--- src/rtl/lpfd_pkg.sv ---
`default_nettype none

package lpfd_pkg;

  typedef enum logic [3:0] {
    PH_PREFIX  = 4'b0001,
    PH_HEADER  = 4'b0010,
    PH_PAYLOAD = 4'b0100,
    PH_HALTED  = 4'b1000
  } lpfd_phase_t;

  localparam logic [1:0] KIND_HEADER  = 2'd0;
  localparam logic [1:0] KIND_PAYLOAD = 2'd1;
  localparam logic [1:0] KIND_EMPTY   = 2'd2;
  localparam logic [1:0] KIND_ERROR   = 2'd3;

  localparam logic [1:0] ERR_MAGIC   = 2'd0;
  localparam logic [1:0] ERR_VERSION = 2'd1;
  localparam logic [1:0] ERR_HEADER  = 2'd2;
  localparam logic [1:0] ERR_PAYLOAD = 2'd3;

  localparam logic [1:0] REG_FRAME_MAGIC  = 2'd0;
  localparam logic [1:0] REG_WIRE_VERSION = 2'd1;
  localparam logic [1:0] REG_MAX_HEADER   = 2'd2;
  localparam logic [1:0] REG_MAX_PAYLOAD  = 2'd3;

  localparam logic [31:0] RST_FRAME_MAGIC  = 32'h0000_0000;
  localparam logic [31:0] RST_WIRE_VERSION = 32'h0000_0001;
  localparam logic [31:0] RST_MAX_HEADER   = 32'hFFFF_FFFF;
  localparam logic [31:0] RST_MAX_PAYLOAD  = 32'hFFFF_FFFF;

  // prefix byte positions (count before increment) at which a word completes
  localparam logic [3:0] POS_MAGIC   = 4'd3;
  localparam logic [3:0] POS_VERSION = 4'd7;
  localparam logic [3:0] POS_HEADER  = 4'd11;
  localparam logic [3:0] POS_PAYLOAD = 4'd15;

  typedef struct packed {
    logic [1:0] kind;
    logic [7:0] body_byte;
    logic       first_of_frame;
    logic       last_of_frame;
    logic [1:0] error_code;
  } lpfd_result_t;

endpackage

`default_nettype wire

--- src/rtl/lpfd_front.sv ---
`default_nettype none

module lpfd_front
  import lpfd_pkg::*;
(
  input  wire logic         clk,
  input  wire logic         rst_n,
  input  wire logic         cfg_valid,
  input  wire logic [1:0]   cfg_index,
  input  wire logic [31:0]  cfg_data,
  input  wire logic         byte_acc,
  input  wire logic [7:0]   data_byte,
  output lpfd_result_t      res,
  output logic              res_valid
);

  logic [31:0] frame_magic_r, wire_version_r, max_header_r, max_payload_r;

  lpfd_phase_t phase_r, phase_nxt;
  logic [3:0]  prefix_count_r, prefix_count_nxt;
  logic [31:0] word_shift_r, word_shift_nxt;
  logic        magic_bad_r, magic_bad_nxt;
  logic        version_bad_r, version_bad_nxt;
  logic [31:0] header_len_r, header_len_nxt;
  logic [31:0] payload_len_r, payload_len_nxt;
  logic [31:0] bytes_left_r, bytes_left_nxt;
  logic        first_pending_r, first_pending_nxt;

  logic [31:0] shifted;
  logic [31:0] left_dec;

  assign shifted  = {word_shift_r[23:0], data_byte};
  assign left_dec = bytes_left_r - 32'd1;

  always_ff @(posedge clk) begin
    if (!rst_n) begin
      frame_magic_r  <= RST_FRAME_MAGIC;
      wire_version_r <= RST_WIRE_VERSION;
      max_header_r   <= RST_MAX_HEADER;
      max_payload_r  <= RST_MAX_PAYLOAD;
    end else if (cfg_valid) begin
      unique case (cfg_index)
        REG_FRAME_MAGIC:  frame_magic_r  <= cfg_data;
        REG_WIRE_VERSION: wire_version_r <= cfg_data;
        REG_MAX_HEADER:   max_header_r   <= cfg_data;
        REG_MAX_PAYLOAD:  max_payload_r  <= cfg_data;
        default: ;
      endcase
    end
  end

  always_comb begin
    phase_nxt         = phase_r;
    prefix_count_nxt  = prefix_count_r;
    word_shift_nxt    = word_shift_r;
    magic_bad_nxt     = magic_bad_r;
    version_bad_nxt   = version_bad_r;
    header_len_nxt    = header_len_r;
    payload_len_nxt   = payload_len_r;
    bytes_left_nxt    = bytes_left_r;
    first_pending_nxt = first_pending_r;
    res_valid         = 1'b0;
    res               = '0;

    if (byte_acc) begin
      unique case (phase_r)
        PH_HEADER, PH_PAYLOAD: begin
          res_valid            = 1'b1;
          res.kind             = (phase_r == PH_HEADER) ? KIND_HEADER : KIND_PAYLOAD;
          res.body_byte        = data_byte;
          res.first_of_frame   = first_pending_r;
          first_pending_nxt    = 1'b0;
          bytes_left_nxt       = left_dec;
          if (left_dec == 32'd0) begin
            if (phase_r == PH_HEADER && payload_len_r != 32'd0) begin
              phase_nxt      = PH_PAYLOAD;
              bytes_left_nxt = payload_len_r;
            end else begin
              phase_nxt         = PH_PREFIX;
              res.last_of_frame = 1'b1;
            end
          end
        end
        PH_HALTED: ;
        PH_PREFIX: begin
          word_shift_nxt   = shifted;
          prefix_count_nxt = prefix_count_r + 4'd1;
          unique case (prefix_count_r)
            POS_MAGIC:   magic_bad_nxt   = (shifted != frame_magic_r);
            POS_VERSION: version_bad_nxt = (shifted != wire_version_r);
            POS_HEADER:  header_len_nxt  = shifted;
            POS_PAYLOAD: begin
              payload_len_nxt = shifted;
              word_shift_nxt  = '0;
              magic_bad_nxt   = 1'b0;
              version_bad_nxt = 1'b0;
              priority if (magic_bad_r) begin
                res_valid      = 1'b1;
                res.kind       = KIND_ERROR;
                res.error_code = ERR_MAGIC;
                phase_nxt      = PH_HALTED;
              end else if (version_bad_r) begin
                res_valid      = 1'b1;
                res.kind       = KIND_ERROR;
                res.error_code = ERR_VERSION;
                phase_nxt      = PH_HALTED;
              end else if (header_len_r > max_header_r) begin
                res_valid      = 1'b1;
                res.kind       = KIND_ERROR;
                res.error_code = ERR_HEADER;
                phase_nxt      = PH_HALTED;
              end else if (shifted > max_payload_r) begin
                res_valid      = 1'b1;
                res.kind       = KIND_ERROR;
                res.error_code = ERR_PAYLOAD;
                phase_nxt      = PH_HALTED;
              end else if (header_len_r == 32'd0 && shifted == 32'd0) begin
                res_valid          = 1'b1;
                res.kind           = KIND_EMPTY;
                res.first_of_frame = 1'b1;
                res.last_of_frame  = 1'b1;
              end else if (header_len_r != 32'd0) begin
                first_pending_nxt = 1'b1;
                phase_nxt         = PH_HEADER;
                bytes_left_nxt    = header_len_r;
              end else begin
                first_pending_nxt = 1'b1;
                phase_nxt         = PH_PAYLOAD;
                bytes_left_nxt    = shifted;
              end
            end
            default: ;
          endcase
        end
        default: ;
      endcase
    end
  end

  always_ff @(posedge clk) begin
    if (!rst_n) begin
      phase_r         <= PH_PREFIX;
      prefix_count_r  <= '0;
      word_shift_r    <= '0;
      magic_bad_r     <= 1'b0;
      version_bad_r   <= 1'b0;
      header_len_r    <= '0;
      payload_len_r   <= '0;
      bytes_left_r    <= '0;
      first_pending_r <= 1'b0;
    end else begin
      phase_r         <= phase_nxt;
      prefix_count_r  <= prefix_count_nxt;
      word_shift_r    <= word_shift_nxt;
      magic_bad_r     <= magic_bad_nxt;
      version_bad_r   <= version_bad_nxt;
      header_len_r    <= header_len_nxt;
      payload_len_r   <= payload_len_nxt;
      bytes_left_r    <= bytes_left_nxt;
      first_pending_r <= first_pending_nxt;
    end
  end

endmodule

`default_nettype wire

--- src/rtl/lpfd_queue.sv ---
`default_nettype none

module lpfd_queue
  import lpfd_pkg::*;
#(
  parameter int DEPTH = 4
) (
  input  wire logic          clk,
  input  wire logic          rst_n,
  input  wire logic          push,
  input  wire lpfd_result_t  push_data,
  input  wire logic          pop,
  output lpfd_result_t       head,
  output logic               empty,
  output logic               full
);

  localparam int AW = (DEPTH > 1) ? $clog2(DEPTH) : 1;
  localparam int CW = $clog2(DEPTH + 1);

  lpfd_result_t        mem_r [DEPTH];
  logic [AW-1:0]       wr_ptr_r, rd_ptr_r;
  logic [CW-1:0]       count_r;
  logic                do_push, do_pop;

  assign empty   = (count_r == '0);
  assign full    = (count_r == CW'(DEPTH));
  assign do_push = push && !full;
  assign do_pop  = pop && !empty;
  assign head    = mem_r[rd_ptr_r];

  always_ff @(posedge clk) begin
    if (do_push) mem_r[wr_ptr_r] <= push_data;
  end

  always_ff @(posedge clk) begin
    if (!rst_n) begin
      wr_ptr_r <= '0;
      rd_ptr_r <= '0;
      count_r  <= '0;
    end else begin
      if (do_push)
        wr_ptr_r <= (wr_ptr_r == AW'(DEPTH - 1)) ? '0 : wr_ptr_r + 1'b1;
      if (do_pop)
        rd_ptr_r <= (rd_ptr_r == AW'(DEPTH - 1)) ? '0 : rd_ptr_r + 1'b1;
      unique case ({do_push, do_pop})
        2'b10:   count_r <= count_r + 1'b1;
        2'b01:   count_r <= count_r - 1'b1;
        default: count_r <= count_r;
      endcase
    end
  end

endmodule

`default_nettype wire

--- src/rtl/lpfd_back.sv ---
`default_nettype none

module lpfd_back
  import lpfd_pkg::*;
(
  input  wire logic          clk,
  input  wire logic          rst_n,
  input  wire logic          q_empty,
  input  wire lpfd_result_t  q_head,
  output logic               q_pop,
  input  wire logic          out_pop,
  output logic               out_empty,
  output lpfd_result_t       out_res
);

  logic         valid_r;
  lpfd_result_t res_r;

  assign q_pop     = !q_empty && (!valid_r || out_pop);
  assign out_empty = !valid_r;
  assign out_res   = res_r;

  always_ff @(posedge clk) begin
    if (q_pop) res_r <= q_head;
  end

  always_ff @(posedge clk) begin
    if (!rst_n) begin
      valid_r <= 1'b0;
    end else if (q_pop) begin
      valid_r <= 1'b1;
    end else if (out_pop) begin
      valid_r <= 1'b0;
    end
  end

endmodule

`default_nettype wire

--- src/rtl/length_prefixed_frame_decoder.sv ---
// channel   ports                          transaction when
// input     in_push in_full in_data_byte   in_push && !in_full
// result    out_pop out_empty out_*        out_pop && !out_empty
// config    cfg_valid cfg_ready cfg_*      cfg_valid && cfg_ready (ready tied high)
//
// One byte per clock unless in_full; results pass the queue, then the output register.
// in_full is the queue's full flag (output register then occupied if depth > 1).
// Reset is synchronous: parse state and queue cleared, registers to defaults.
// Bytes after an error are taken and dropped until reset.
`default_nettype none

module length_prefixed_frame_decoder
  import lpfd_pkg::*;
#(
  parameter int QUEUE_DEPTH = 4
) (
  input  wire logic         clk,
  input  wire logic         rst_n,
  input  wire logic         in_push,
  output logic              in_full,
  input  wire logic [7:0]   in_data_byte,
  output logic              out_empty,
  input  wire logic         out_pop,
  output logic [1:0]        out_kind,
  output logic [7:0]        out_body_byte,
  output logic              out_first_of_frame,
  output logic              out_last_of_frame,
  output logic [1:0]        out_error_code,
  input  wire logic         cfg_valid,
  output logic              cfg_ready,
  input  wire logic [1:0]   cfg_index,
  input  wire logic [31:0]  cfg_data
);

  lpfd_result_t front_res, q_head, out_res;
  logic         front_valid, byte_acc;
  logic         q_empty, q_full, q_pop;

  assign cfg_ready = 1'b1;
  assign in_full   = q_full;
  assign byte_acc  = in_push && !q_full;

  lpfd_front u_front (
    .clk       (clk),
    .rst_n     (rst_n),
    .cfg_valid (cfg_valid),
    .cfg_index (cfg_index),
    .cfg_data  (cfg_data),
    .byte_acc  (byte_acc),
    .data_byte (in_data_byte),
    .res       (front_res),
    .res_valid (front_valid)
  );

  lpfd_queue #(.DEPTH(QUEUE_DEPTH)) u_queue (
    .clk       (clk),
    .rst_n     (rst_n),
    .push      (byte_acc && front_valid),
    .push_data (front_res),
    .pop       (q_pop),
    .head      (q_head),
    .empty     (q_empty),
    .full      (q_full)
  );

  lpfd_back u_back (
    .clk       (clk),
    .rst_n     (rst_n),
    .q_empty   (q_empty),
    .q_head    (q_head),
    .q_pop     (q_pop),
    .out_pop   (out_pop),
    .out_empty (out_empty),
    .out_res   (out_res)
  );

  assign out_kind           = out_res.kind;
  assign out_body_byte      = out_res.body_byte;
  assign out_first_of_frame = out_res.first_of_frame;
  assign out_last_of_frame  = out_res.last_of_frame;
  assign out_error_code     = out_res.error_code;

endmodule

`default_nettype wire

--- config.mk ---
export PLATFORM = sky130hd
export DESIGN_NAME = length_prefixed_frame_decoder
export DESIGN_NICKNAME = d
export VERILOG_FILES = /design/src/rtl/lpfd_pkg.sv /design/src/rtl/lpfd_front.sv /design/src/rtl/lpfd_queue.sv /design/src/rtl/lpfd_back.sv /design/src/rtl/length_prefixed_frame_decoder.sv
export SDC_FILE = /design/constraint.sdc
export NUM_CORES = 1
export LEC_CHECK = 0
export ABC_CLOCK_PERIOD_IN_PS = 5300
export BUFFER_PORTS_ARGS = -buffer_cell sky130_fd_sc_hd__buf_2
export CORE_AREA = 5 5 187 235
export DETAILED_ROUTE_END_ITERATION = 16
export DIE_AREA = 0 0 192 240
export PLACE_DENSITY = 0.57
export SYNTH_ARGS = -nofsm -noshare
export SYNTH_HDL_FRONTEND = slang
export SYNTH_SLANG_ARGS = --single-unit
--- constraint.sdc ---
create_clock -name clk -period 5.3 [get_ports clk]
set_clock_uncertainty 0.1 [all_clocks]
set_input_delay 1.325 -clock clk [delete_from_list [all_inputs] [get_ports clk]]
set_output_delay 1.325 -clock clk [all_outputs]
set_load 0.02 [all_outputs]
==> metrics.log <==
[metrics] Period Utilization, post-route: around 87%
[metrics] total DRC errors in the routed layout: 0
[metrics] layout net count: 2000
[metrics] fin worst setup slack: 0.703 ns
[metrics] vias in the first global route: ~13000
[metrics] number of cells produced by synthesis: 1874
[metrics] Worst Tran Pin Value: around 1.3 ns
[metrics] number of design-rule violations left by the first detailed-router iteration: around 930
[metrics] WL met3: a little under 2000 um
[metrics] count of buffers from port buffering: 62
[metrics] die area: roughly 46000 sq um
[metrics] number of clock buffers inserted by TritonCTS: 36
[metrics] routed wire length: approximately 48000 um
[metrics] instance area after placement: between 15000 and 20000 sq um
[metrics] outcome: completed
[metrics] cell area after technology mapping: approximately 16000 sq um
[metrics] Final Cell Area: between 15000 and 20000 sq um
[metrics] antenna violations before repair: 0
[metrics] largest net degree at the start of global routing: 97
[metrics] number of levels the H-tree was split into: 2
[metrics] Slew Viols, Final: 0
[metrics] Final Util: roughly 44%
[metrics] final non-filler cell total: 2462
[metrics] placed wire-length estimate after detailed placement: about 34000 um
[metrics] highest attainable clock frequency: about 220 MHz
[metrics] Final ANT Viol Nets: 0
[metrics] highest routing layer actually used: met4
[metrics] Leak Pwr: 7.12 nW
[metrics] detailed-router iteration count before antenna repair: 7
[metrics] TritonCTS Sinks: approximately 340
[metrics] PwrDens: 341 nW/um^2
[metrics] met2 wire length: 23500 um
[metrics] most common cell after layout, fill and taps aside: sky130_fd_sc_hd__nand2_1
[metrics] number of warnings reported in the yosys synthesis log: 0
[metrics] worst hold path class: reg2reg
[metrics] number of endpoints failing setup at the final stage: 0
[metrics] post-synthesis async set-or-reset flop share: 0%
[metrics] die outline height: about 240 um
[metrics] later-pin clock latency in the skew report: between 0.5 and 0.6 ns
[metrics] vias per std cell: 5.48
[metrics] Worst setup EP type: flip-flop
[metrics] final antenna diode count: 0
[metrics] number of standard-cell rows in the floorplan: 84
[metrics] critical path required time: about 5.7 ns
[metrics] number of hold-slack violations in the final timing report: 0
[metrics] wire length of the first global-routing pass: 74700 um
[metrics] Setup crit start kind: input port
[metrics] number of vias in the routed layout: ~13000
[metrics] synthesis-to-finish area growth: 12.4%
[metrics] number of cells upsized or downsized after cts: 0
[metrics] crit path kind: in2reg
[metrics] post-route minimum period: about 4.6 ns
[metrics] cell at the root of the clock tree: sky130_fd_sc_hd__clkbuf_16
[metrics] data arrival time of the critical path: 4.95 ns
[metrics] Primary FF master, synth: sky130_fd_sc_hd__dfxtp_1
[metrics] Placed Cells: 2400
[metrics] Core Box Area: about 42000 sq um
[metrics] worst-case setup slack after placement: 0.156 ns
[metrics] Bufs on Longest Clock Path: 3
[metrics] Initial Util: between 30 and 40%
[metrics] routability congestion estimate from global placement: 0.876
[metrics] total I/O pin count: 64
[metrics] Global Route Usage Sum: slightly above 20%
[metrics] maximum capacitance violations: 0
[metrics] share of synthesized area occupied by flip-flops and latches: a little under half
[metrics] largest fanout of any net on the critical path: 7
[metrics] count of different cell masters after synthesis: 69
[metrics] Relative slew margins: between 10 and 15%
[metrics] sum of routed wire segments on met1: slightly above 20000 um
[metrics] fill count: 4058
[metrics] aggregate global routing overflow: 0
[metrics] Setup TNS Final: 0 ns
[metrics] post-synthesis average cell area: ~8.7 sq um
[metrics] unrepaired setup endpoints after global routing: no
[metrics] syn nets: about 2000
[metrics] ratio of cells with drive above 1 in the final layout: 11.6%
[metrics] Horiz. Die Dim: about 190 um
[metrics] CTS tree: done
[metrics] #FFs+latches synth: ~340
[metrics] clock slew at the register clock pins of the worst setup and hold paths: 0.06 ns
[metrics] most frequent cells in the layout: 385 x sky130_fd_sc_hd__nand2_1, 267 x sky130_fd_sc_hd__dfxtp_1, 249 x sky130_fd_sc_hd__a21oi_1
[metrics] number of buffers inserted for hold repair after clock tree synthesis: 0
[metrics] number of synthesized flops with an enable pin: 70
[metrics] Routed wire per std cell: around 20 um
[metrics] worst ir drop on vdd: roughly 0.21 mV
[metrics] postcts setup bufs: 0
per-stage QoR:
stage / power [W] / hold WS (ns)
floorplan: 0.00346 / 0.343
global placement: 0.00377 / 0.354
detailed placement: 0.00379 / 0.361
CTS: 0.00634 / 0.369
global route: 0.00653 / 0.386
finish: 0.00628 / 0.369
path summary, 6_finish.rpt:
kind                                      endpoint  cells after the start  slack, ns                                  start
max                u_queue.count_r[2]$_SDFFE_PN0P_                     16       0.70                        in_data_byte[1]
min reg2reg  u_front.frame_magic_r[2]$_SDFFE_PN0P_                      2       0.37  u_front.frame_magic_r[2]$_SDFFE_PN0P_
max reg2reg        u_queue.count_r[2]$_SDFFE_PN0P_                     14       0.97  u_front.header_len_r[31]$_SDFFE_PN0P_
min          u_front.frame_magic_r[2]$_SDFFE_PN0P_                      2       0.37  u_front.frame_magic_r[2]$_SDFFE_PN0P_
Yosys cell counts (14+ instances only):
cell type | number | area, sq um
sky130_fd_sc_hd__nand4_1 | 42 | 263
sky130_fd_sc_hd__nor3_1 | 21 | 105
sky130_fd_sc_hd__edfxtp_1 | 70 | 2100
sky130_fd_sc_hd__xnor2_1 | 86 | 753
sky130_fd_sc_hd__a21oi_1 | 250 | 1250
sky130_fd_sc_hd__dfxtp_1 | 267 | 5350
sky130_fd_sc_hd__inv_1 | 85 | 319
sky130_fd_sc_hd__o21ai_0 | 25 | 125
sky130_fd_sc_hd__nand3_1 | 44 | 220
sky130_fd_sc_hd__o211ai_1 | 68 | 510
sky130_fd_sc_hd__nor4_1 | 46 | 288
sky130_fd_sc_hd__a211oi_1 | 56 | 420
sky130_fd_sc_hd__ha_1 | 73 | 913
sky130_fd_sc_hd__mux4_2 | 14 | 315
sky130_fd_sc_hd__clkbuf_1 | 129 | 484
sky130_fd_sc_hd__nor2_1 | 66 | 248
sky130_fd_sc_hd__nand2_1 | 385 | 1450
layout make-up:
cell class,count,area [sq um],area share (%)
Clock buffer,47,1000,5.45
Clock inverter,15,185,1.01
Inverter,85,324,1.76
Multi-Input combinational cell,1303,8000,43.5
Sequential cell,337,7450,40.5
Tap cell,559,699,3.81
Timing Repair Buffer,116,728,3.96
registers in the layout (all words and copies together) (netlist names):
| name | count |
|---|---|
| u_front.wire_version_r | 32 |
| u_back.out_res | 14 |
| u_front.magic_bad_r | 1 |
| u_queue.wr_ptr_r | 2 |
| u_queue.mem_r | 56 |
| u_queue.count_r | 3 |
| u_front.phase_r | 4 |
| u_front.frame_magic_r | 32 |
| u_front.max_payload_r | 32 |
| u_front.first_pending_r | 1 |
| u_front.word_shift_r | 24 |
| u_front.max_header_r | 32 |
| u_front.header_len_r | 32 |
| u_front.version_bad_r | 1 |
| u_front.bytes_left_r | 32 |
| u_front.prefix_count_r | 4 |
| u_front.payload_len_r | 32 |
| u_back.valid_r | 1 |
| u_queue.rd_ptr_r | 2 |
logic make-up (layout without fill, tap and decap cells):
family	count (synthesis)	count (layout)	synth area share, %
adder cells (fa/ha/maj)	74	74	5.71
XOR/XNOR	96	96	5.14
flip-flops	337	337	45.5
AO/OA/AOI/OAI	439	439	16.2
multiplexers	20	20	2.33
buffers and inverters	234	263	5.85
AND/OR/NAND/NOR	673	673	19.2
other	1	1	0.0229
where the power goes:
part	total [W]	internal, W	switching [W]
sequential	0.00285	0.00277	0.0000837
clock	0.00256	0.00149	0.00107
combinational	0.000867	0.000320	0.000547
metal layers:
metal,vias to the layer above,GRT usage (%)
met1,6417,25.7
met3,118,2.28
met5,-,0
met2,344,35.8
met4,0,10.0
li1,6605,-
critical path: stages:
cell and delay, ns:
sky130_fd_sc_hd__buf_2 0.11, sky130_fd_sc_hd__ha_1 0.29, sky130_fd_sc_hd__nor2b_1 0.14, sky130_fd_sc_hd__o211ai_1 0.15, sky130_fd_sc_hd__a2111oi_0 0.12, sky130_fd_sc_hd__or4b_2 0.61, sky130_fd_sc_hd__o211ai_1 0.29, sky130_fd_sc_hd__nand4_1 0.24
sky130_fd_sc_hd__a21o_1 0.32, sky130_fd_sc_hd__inv_1 0.08, sky130_fd_sc_hd__ha_1 0.18, sky130_fd_sc_hd__inv_1 0.07, sky130_fd_sc_hd__fa_1 0.43, sky130_fd_sc_hd__xor2_1 0.16, sky130_fd_sc_hd__or3_1 0.30, sky130_fd_sc_hd__a21oi_1 0.14
(Power assumes the default switching activity.)
